===== config.mk =====
export PLATFORM = sky130hd
export DESIGN_NAME = ring_buffer_deque_core
export DESIGN_NICKNAME = d
export VERILOG_FILES = /design/src/sv/rbd_pkg.sv /design/src/sv/rbd_ctrl.sv /design/src/sv/rbd_dp.sv /design/src/sv/ring_buffer_deque_core.sv
export SDC_FILE = /design/constraint.sdc
export NUM_CORES = 2
export LEC_CHECK = 0
export BUFFER_PORTS_ARGS = -buffer_cell sky130_fd_sc_hd__buf_2
export CAP_MARGIN = 10
export CORE_MARGIN = 3
export CORE_UTILIZATION = 55
export CTS_BUF_LIST = sky130_fd_sc_hd__clkbuf_8
export CTS_CLUSTER_SIZE = 30
export DETAILED_ROUTE_END_ITERATION = 8
export PLACE_DENSITY = 0.68
export SLEW_MARGIN = 20
export SYNTH_ARGS = -nofsm -noshare
export SYNTH_HDL_FRONTEND = slang
export SYNTH_SLANG_ARGS = --single-unit
export TNS_END_PERCENT = 5

===== constraint.sdc =====
create_clock -name clk -period 5.17 [get_ports clk]
set_clock_uncertainty 0.05 [all_clocks]
set_input_delay 1.034 -clock clk [delete_from_list [all_inputs] [get_ports clk]]
set_output_delay 1.034 -clock clk [all_outputs]
set_load 0.05 [all_outputs]

===== src/sv/rbd_pkg.sv =====
package rbd_pkg;

  localparam int unsigned DEPTH      = 64;
  localparam int unsigned DATA_WIDTH = 32;
  localparam int unsigned AW         = $clog2(DEPTH);
  localparam int unsigned CW         = $clog2(DEPTH + 1);

  localparam logic [2:0] CMD_ADD_BACK  = 3'd0;
  localparam logic [2:0] CMD_ADD_FRONT = 3'd1;
  localparam logic [2:0] CMD_REM_BACK  = 3'd2;
  localparam logic [2:0] CMD_REM_FRONT = 3'd3;
  localparam logic [2:0] CMD_READ      = 3'd4;
  localparam logic [2:0] CMD_CLEAR     = 3'd5;

  localparam logic [1:0] ST_OK    = 2'd0;
  localparam logic [1:0] ST_FULL  = 2'd1;
  localparam logic [1:0] ST_EMPTY = 2'd2;
  localparam logic [1:0] ST_RANGE = 2'd3;

  typedef struct packed {
    logic [2:0]  cmd;
    logic [31:0] value;
    logic [5:0]  position;
  } in_word_t;

  typedef struct packed {
    logic [1:0]  status;
    logic [31:0] read_data;
    logic [6:0]  fill_count;
  } out_word_t;

  typedef struct packed {
    logic exec;
    logic resp;
  } rbd_ctrl_t;

  typedef struct packed {
    logic full;
    logic empty;
  } rbd_stat_t;

  function automatic logic [AW-1:0] slot_of(input logic [AW-1:0] head,
                                            input logic [CW-1:0] offs);
    logic [CW:0] sum;
    sum = {{(CW + 1 - AW){1'b0}}, head} + {1'b0, offs};
    if (sum >= (CW + 1)'(DEPTH)) begin
      sum = sum - (CW + 1)'(DEPTH);
    end
    return sum[AW-1:0];
  endfunction

endpackage


===== src/sv/rbd_ctrl.sv =====
module rbd_ctrl
  import rbd_pkg::*;
(
  input  logic      clk,
  input  logic      rst_n,
  input  logic      start,
  input  rbd_stat_t stat,
  output rbd_ctrl_t ctrl,
  output logic      busy,
  output logic      out_valid
);

  localparam logic S_IDLE = 1'b0;
  localparam logic S_RESP = 1'b1;

  logic state_r;
  logic state_nxt;

  always_comb begin
    state_nxt = state_r;
    unique case (state_r)
      S_IDLE: begin
        if (start) begin
          state_nxt = S_RESP;
        end
      end
      S_RESP: begin
        state_nxt = S_IDLE;
      end
      default: begin
        state_nxt = S_IDLE;
      end
    endcase
  end

  always_ff @(posedge clk) begin
    if (!rst_n) begin
      state_r <= S_IDLE;
    end else begin
      state_r <= state_nxt;
    end
  end

  assign ctrl.exec = (state_r == S_IDLE) && start;
  assign ctrl.resp = (state_r == S_RESP);
  assign busy      = ctrl.resp;
  assign out_valid = ctrl.resp;

  a_exec_then_resp: assert property (@(posedge clk) disable iff (!rst_n)
    ctrl.exec |=> ctrl.resp) else $error("exec not followed by response");
  a_resp_after_exec: assert property (@(posedge clk) disable iff (!rst_n)
    ctrl.resp |-> $past(ctrl.exec)) else $error("response without exec");
  a_full_empty: assert property (@(posedge clk) disable iff (!rst_n)
    !(stat.full && stat.empty)) else $error("queue both full and empty");

endmodule


===== src/sv/rbd_dp.sv =====
module rbd_dp
  import rbd_pkg::*;
(
  input  logic      clk,
  input  logic      rst_n,
  input  rbd_ctrl_t ctrl,
  input  in_word_t  in_word,
  output rbd_stat_t stat,
  output out_word_t out_word
);

  logic [DATA_WIDTH-1:0] mem [DEPTH];
  logic [DATA_WIDTH-1:0] rd_q_r;

  logic [AW-1:0] head_r;
  logic [AW-1:0] head_nxt;
  logic [CW-1:0] count_r;
  logic [CW-1:0] count_nxt;
  logic [1:0]    status_r;
  logic [1:0]    status_nxt;
  logic          rd_ok_r;
  logic          rd_ok_nxt;

  logic          wr_en;
  logic [AW-1:0] wr_addr;
  logic          rd_en;
  logic [AW-1:0] rd_addr;
  logic [AW-1:0] head_dec;
  logic [CW-1:0] pos_ext;

  assign stat.full  = (count_r == CW'(DEPTH));
  assign stat.empty = (count_r == '0);
  assign head_dec   = (head_r == '0) ? AW'(DEPTH - 1) : head_r - AW'(1);
  assign pos_ext    = CW'(in_word.position);

  always_comb begin
    head_nxt   = head_r;
    count_nxt  = count_r;
    status_nxt = ST_OK;
    rd_ok_nxt  = 1'b0;
    wr_en      = 1'b0;
    wr_addr    = slot_of(head_r, count_r);
    rd_en      = 1'b0;
    rd_addr    = slot_of(head_r, pos_ext);
    case (in_word.cmd)
      CMD_ADD_BACK: begin
        if (stat.full) begin
          status_nxt = ST_FULL;
        end else begin
          wr_en     = 1'b1;
          count_nxt = count_r + CW'(1);
        end
      end
      CMD_ADD_FRONT: begin
        if (stat.full) begin
          status_nxt = ST_FULL;
        end else begin
          wr_en     = 1'b1;
          wr_addr   = head_dec;
          head_nxt  = head_dec;
          count_nxt = count_r + CW'(1);
        end
      end
      CMD_REM_BACK: begin
        if (stat.empty) begin
          status_nxt = ST_EMPTY;
        end else begin
          count_nxt = count_r - CW'(1);
        end
      end
      CMD_REM_FRONT: begin
        if (stat.empty) begin
          status_nxt = ST_EMPTY;
        end else begin
          head_nxt  = slot_of(head_r, CW'(1));
          count_nxt = count_r - CW'(1);
        end
      end
      CMD_READ: begin
        if (pos_ext >= count_r) begin
          status_nxt = ST_RANGE;
        end else begin
          rd_en     = 1'b1;
          rd_ok_nxt = 1'b1;
        end
      end
      CMD_CLEAR: begin
        if (stat.empty) begin
          status_nxt = ST_EMPTY;
        end else begin
          head_nxt  = '0;
          count_nxt = '0;
        end
      end
      default: begin
      end
    endcase
  end

  always_ff @(posedge clk) begin
    if (ctrl.exec && wr_en) begin
      mem[wr_addr] <= in_word.value[DATA_WIDTH-1:0];
    end
    if (ctrl.exec && rd_en) begin
      rd_q_r <= mem[rd_addr];
    end
  end

  always_ff @(posedge clk) begin
    if (!rst_n) begin
      head_r   <= '0;
      count_r  <= '0;
      status_r <= ST_OK;
      rd_ok_r  <= 1'b0;
    end else if (ctrl.exec) begin
      head_r   <= head_nxt;
      count_r  <= count_nxt;
      status_r <= status_nxt;
      rd_ok_r  <= rd_ok_nxt;
    end
  end

  assign out_word.status     = status_r;
  assign out_word.read_data  = rd_ok_r ? 32'(rd_q_r) : '0;
  assign out_word.fill_count = 7'(count_r);

  a_count_bound: assert property (@(posedge clk) disable iff (!rst_n)
    count_r <= CW'(DEPTH)) else $error("fill count beyond capacity");
  a_idle_hold: assert property (@(posedge clk) disable iff (!rst_n)
    !$past(ctrl.exec) |-> $stable(count_r) && $stable(head_r))
    else $error("state moved without a command");

endmodule


===== src/sv/ring_buffer_deque_core.sv =====
// Double-ended queue of 64 words of 32 bits in a circular store.
// Input: raise start with in_word (cmd, value, position); the word is taken
// at a rising edge with start high and busy low.
// Output: one result word per command on out_word, shown for exactly one
// cycle with out_valid high: status, read_data and the fill count after
// the command. read_data is zero except for a successful read.
// Timing: the result appears in the cycle after acceptance; busy is high
// during that cycle, so no new command is taken while a result is shown.
// The delay is set by the registered read port of the entry store.
// Reset (rst_n low, synchronous): the queue is emptied, head slot set to 0,
// no result pending. Store contents are not cleared; only written entries
// are ever read.
// The receiver cannot stall: each result must be taken in its cycle.
module ring_buffer_deque_core
  import rbd_pkg::*;
(
  input  logic      clk,
  input  logic      rst_n,
  input  logic      start,
  output logic      busy,
  input  in_word_t  in_word,
  output logic      out_valid,
  output out_word_t out_word
);

  rbd_ctrl_t ctrl;
  rbd_stat_t stat;

  rbd_ctrl u_ctrl (
    .clk       (clk),
    .rst_n     (rst_n),
    .start     (start),
    .stat      (stat),
    .ctrl      (ctrl),
    .busy      (busy),
    .out_valid (out_valid)
  );

  rbd_dp u_dp (
    .clk      (clk),
    .rst_n    (rst_n),
    .ctrl     (ctrl),
    .in_word  (in_word),
    .stat     (stat),
    .out_word (out_word)
  );

endmodule


==> results.md <==
* CTS H-Tree Depth at 5
* CTS Buf Count at 343
* Port Buffers at 86
* Crit path required time at approximately 5.8 ns
* Worst Hold Class: flop to flop
* Die X at 392 µm
* Type of element launching the critical path: flop
* Vias at 41200
* Max-slew headroom at 0.249
* Crit path max fanout at 45
* Sequential area share after synthesis at 0.767
* Post-CTS Setup Inserts at 0
* Largest net degree at the start of global routing at 65
* Initial DRC count at 5194
* Final Cycle Share at 0.796
* Max-capacitance violation count at 0
* Clock share of power at 0.360
* Leak Pwr at about 30 nW
* First-pass GRT wire length at 303000 µm
* Via/cell ratio at 6.46
* WP buf/inv at 1
* Clock-pin slew on the worst setup and hold paths at 0.06 ns
* Prevailing post-synth register cell: edfxtp_1
* Async SR Flop Fraction at 0
* Setup_tns at 0 ns
* Initial Utilization at 0.558
* Reg power frac at 0.529
* Yosys reg bits at 2097
* Outcome: finished clean
* Syn Nets at 3821
* Top cell family by delay on the critical path: compound AO/OA/AOI/OAI gates
* Gr ovfl total at 0
* Max Slew Vio Count at 0
* Cell accounting for the most synthesized area: edfxtp_1
* Die Y at 392 µm
* PwrDens at 384 nW/µm²
* CP peak stage delay at 0.91 ns
* Worst-path cell with the longest stage delay: a21oi_1
* Yosys warning total at 0
* Core Rows at between 100 and 150
* DP HPWL at 121000 µm
* Synthesized area at 81900 µm²
* Hold buffers post-CTS at 0
* Critical Path AT at between 4 and 5 ns
* GRT Total Usage at 0.282
* Layout cells sized above 1 at 0.321
* Drt wl/cell at 33.4 µm
* Hold WS at 0.412 ns
* Post-synthesis instance total at 3750
* Routed wire length at 213000 µm
* Top-area cell type share of the netlist area at 0.763
* CP cell instances: ha_1, a211oi_2, o21bai_1, nand2_8, buf_4, nand3_1, a21oi_1, nor4_2
* Core area at 147000 µm²
* Clock buffer depth at 4
* Cts repair resizes at 0
* CTS root buf: clkbuf_8
* Post-route ant nets at 0
* Final setup viols at 0
* Internal power at ~0.027 W
* Peak supply drop at about 270 µV
* Vias in the first global route at 41600
* R2r setup slk at 1.05 ns
* CTS sink cnt at 2097
* Initial antenna violation count at 9
* # IOs at just under 90
* CTS tree: built
* # fillers at 9959
* Pre-antenna DRT Iters at 5
* Post-synth EDFFs at 2080
* CP endpoint kind: flop
* Most frequent cells in the layout: edfxtp_1 (2080), mux4_2 (514), clkbuf_8 (353)
* Unrepaired setup endpoints after global routing: false
* GPL Wtd Cong at 0.814
* Worst-Margin Slew at 1.13 ns
* Commonest non-fill, non-tap cell in the layout: edfxtp_1
* Hold Vio Cnt, Final at 0
* Kind of critical path: flop to flop
* Clk_lat worst skew at 0.96 ns
* Mapped Avg Cell Area at 21.8 µm²
* Fin nets at 4295
* Sw frac at 0.241
* DRC Markers at 0
* Fmax at 243 MHz
* Largest cells by area after synthesis: edfxtp_1 (76%), mux4_2 (14%), mux2i_1 (1.3%)
* Die area at ~150000 µm²
* Minimum clock period at roughly 4 ns
* Combinational share of power at 0.111
* Netlist cell types at 72
* Sw power at roughly 0.0086 W
* P&R area growth vs syn at 13.1%
## power groups by stage
stage               Sequential, W  Combinational (W)  Clock, W
floorplan                  0.0191            0.00230         0
global placement           0.0192            0.00390         0
detailed placement         0.0192            0.00393         0
CTS                        0.0188            0.00394    0.0130
global route               0.0188            0.00414    0.0138
finish                     0.0188            0.00393    0.0128
## cell usage after synthesis, types with 3 or more instances
cell type	instances
a211o_1	3
a21o_1	7
a21oi_1	55
a32o_1	62
and2_1	35
and3_1	5
buf_1	12
buf_2	87
buf_4	23
buf_6	12
clkbuf_1	70
dfxtp_1	17
edfxtp_1	2080
fa_1	3
ha_1	24
inv_1	18
mux2_2	64
mux2i_1	105
mux4_2	514
nand2_1	217
nand2_2	8
nand2b_1	7
nand3_1	71
nand4_1	3
nor2_1	81
nor2b_1	4
nor3_1	11
nor4_2	32
o211ai_1	3
o21ai_0	10
o21bai_1	3
o22ai_1	34
o31ai_1	3
o32ai_1	4
or2_2	4
or3_1	5
xnor2_1	6
xor2_1	4
## logic make-up (layout without fill, tap and decap cells)
kind of cell | after synthesis | in the layout | share of synthesized area
compound gates | 205 | 205 | 0.0187
fa+ha+maj | 27 | 27 | 0.00440
xor+xnor | 11 | 11 | 0.00141
buf+inv | 223 | 925 | 0.0137
mux | 684 | 684 | 0.163
simple gates | 503 | 503 | 0.0314
other cells | 0 | 3 | 0
flops | 2097 | 2097 | 0.767
## metal layers
layer / global-route usage / wire, µm / vias up
met4: 0.0821 / 5240 / 2
met3: 0.0744 / 23400 / 277
met1: 0.411 / 84000 / 21900
li1: - / - / 16700
met5: 0 / 13 / -
met2: 0.429 / 100000 / 2326
## per-stage QoR
step                      total power (W)   util  instance area (µm²)  instances  setup slack (ns)
final                              0.0355  0.631                92600       6372              1.05
after global routing               0.0368  0.631                92600       6370             0.921
after CTS                          0.0358  0.630                92600       6369              1.13
after detailed placement           0.0231  0.590                86600       5796             0.572
after global placement             0.0230  0.590                86600       5796             0.380
after floorplan                    0.0214      -                81900       3750             0.978
## worst min-delay path, stage by stage (launching register included)
cell and delay, ns:
dfxtp_1 0.31, nand2_1 0.05, a21oi_1 0.05
## state kept, by name, indices dropped and copies added (netlist names)
| register | cells |
|---|---|
| u_dp.mem | 2048 |
| u_dp.rd_q_r | 32 |
| u_dp.count_r | 7 |
| u_dp.head_r | 6 |
| u_dp.status_r | 2 |
| u_ctrl.busy | 1 |
| u_dp.rd_ok_r | 1 |
## layout make-up
| class | instances | area, µm² | area share |
|---|---|---|---|
| sequential | 2097 | 62800 | 0.678 |
| antenna | 3 | 7.51 | 0.0000811 |
| multi-input combinational | 1430 | 18500 | 0.200 |
| timing repair buffer | 333 | 2870 | 0.0310 |
| clock buffer | 353 | 4860 | 0.0525 |
| inverter | 19 | 71.3 | 0.000770 |
| tap | 1917 | 2400 | 0.0259 |
| clock inverter | 220 | 1050 | 0.0114 |
## final timing paths
kind                          startpoint                         to  cells past startpoint
min            u_dp.rd_ok_r$_SDFFE_PN0P_  u_dp.rd_ok_r$_SDFFE_PN0P_                      2
max reg2reg  u_dp.head_r[1]$_SDFFE_PN0P_  u_dp.rd_q_r[21]$_DFFE_PP_                      8
min reg2reg    u_dp.rd_ok_r$_SDFFE_PN0P_  u_dp.rd_ok_r$_SDFFE_PN0P_                      2
max          u_dp.head_r[1]$_SDFFE_PN0P_  u_dp.rd_q_r[21]$_DFFE_PP_                      8
Note: power is estimated with default switching activity, not from simulation.
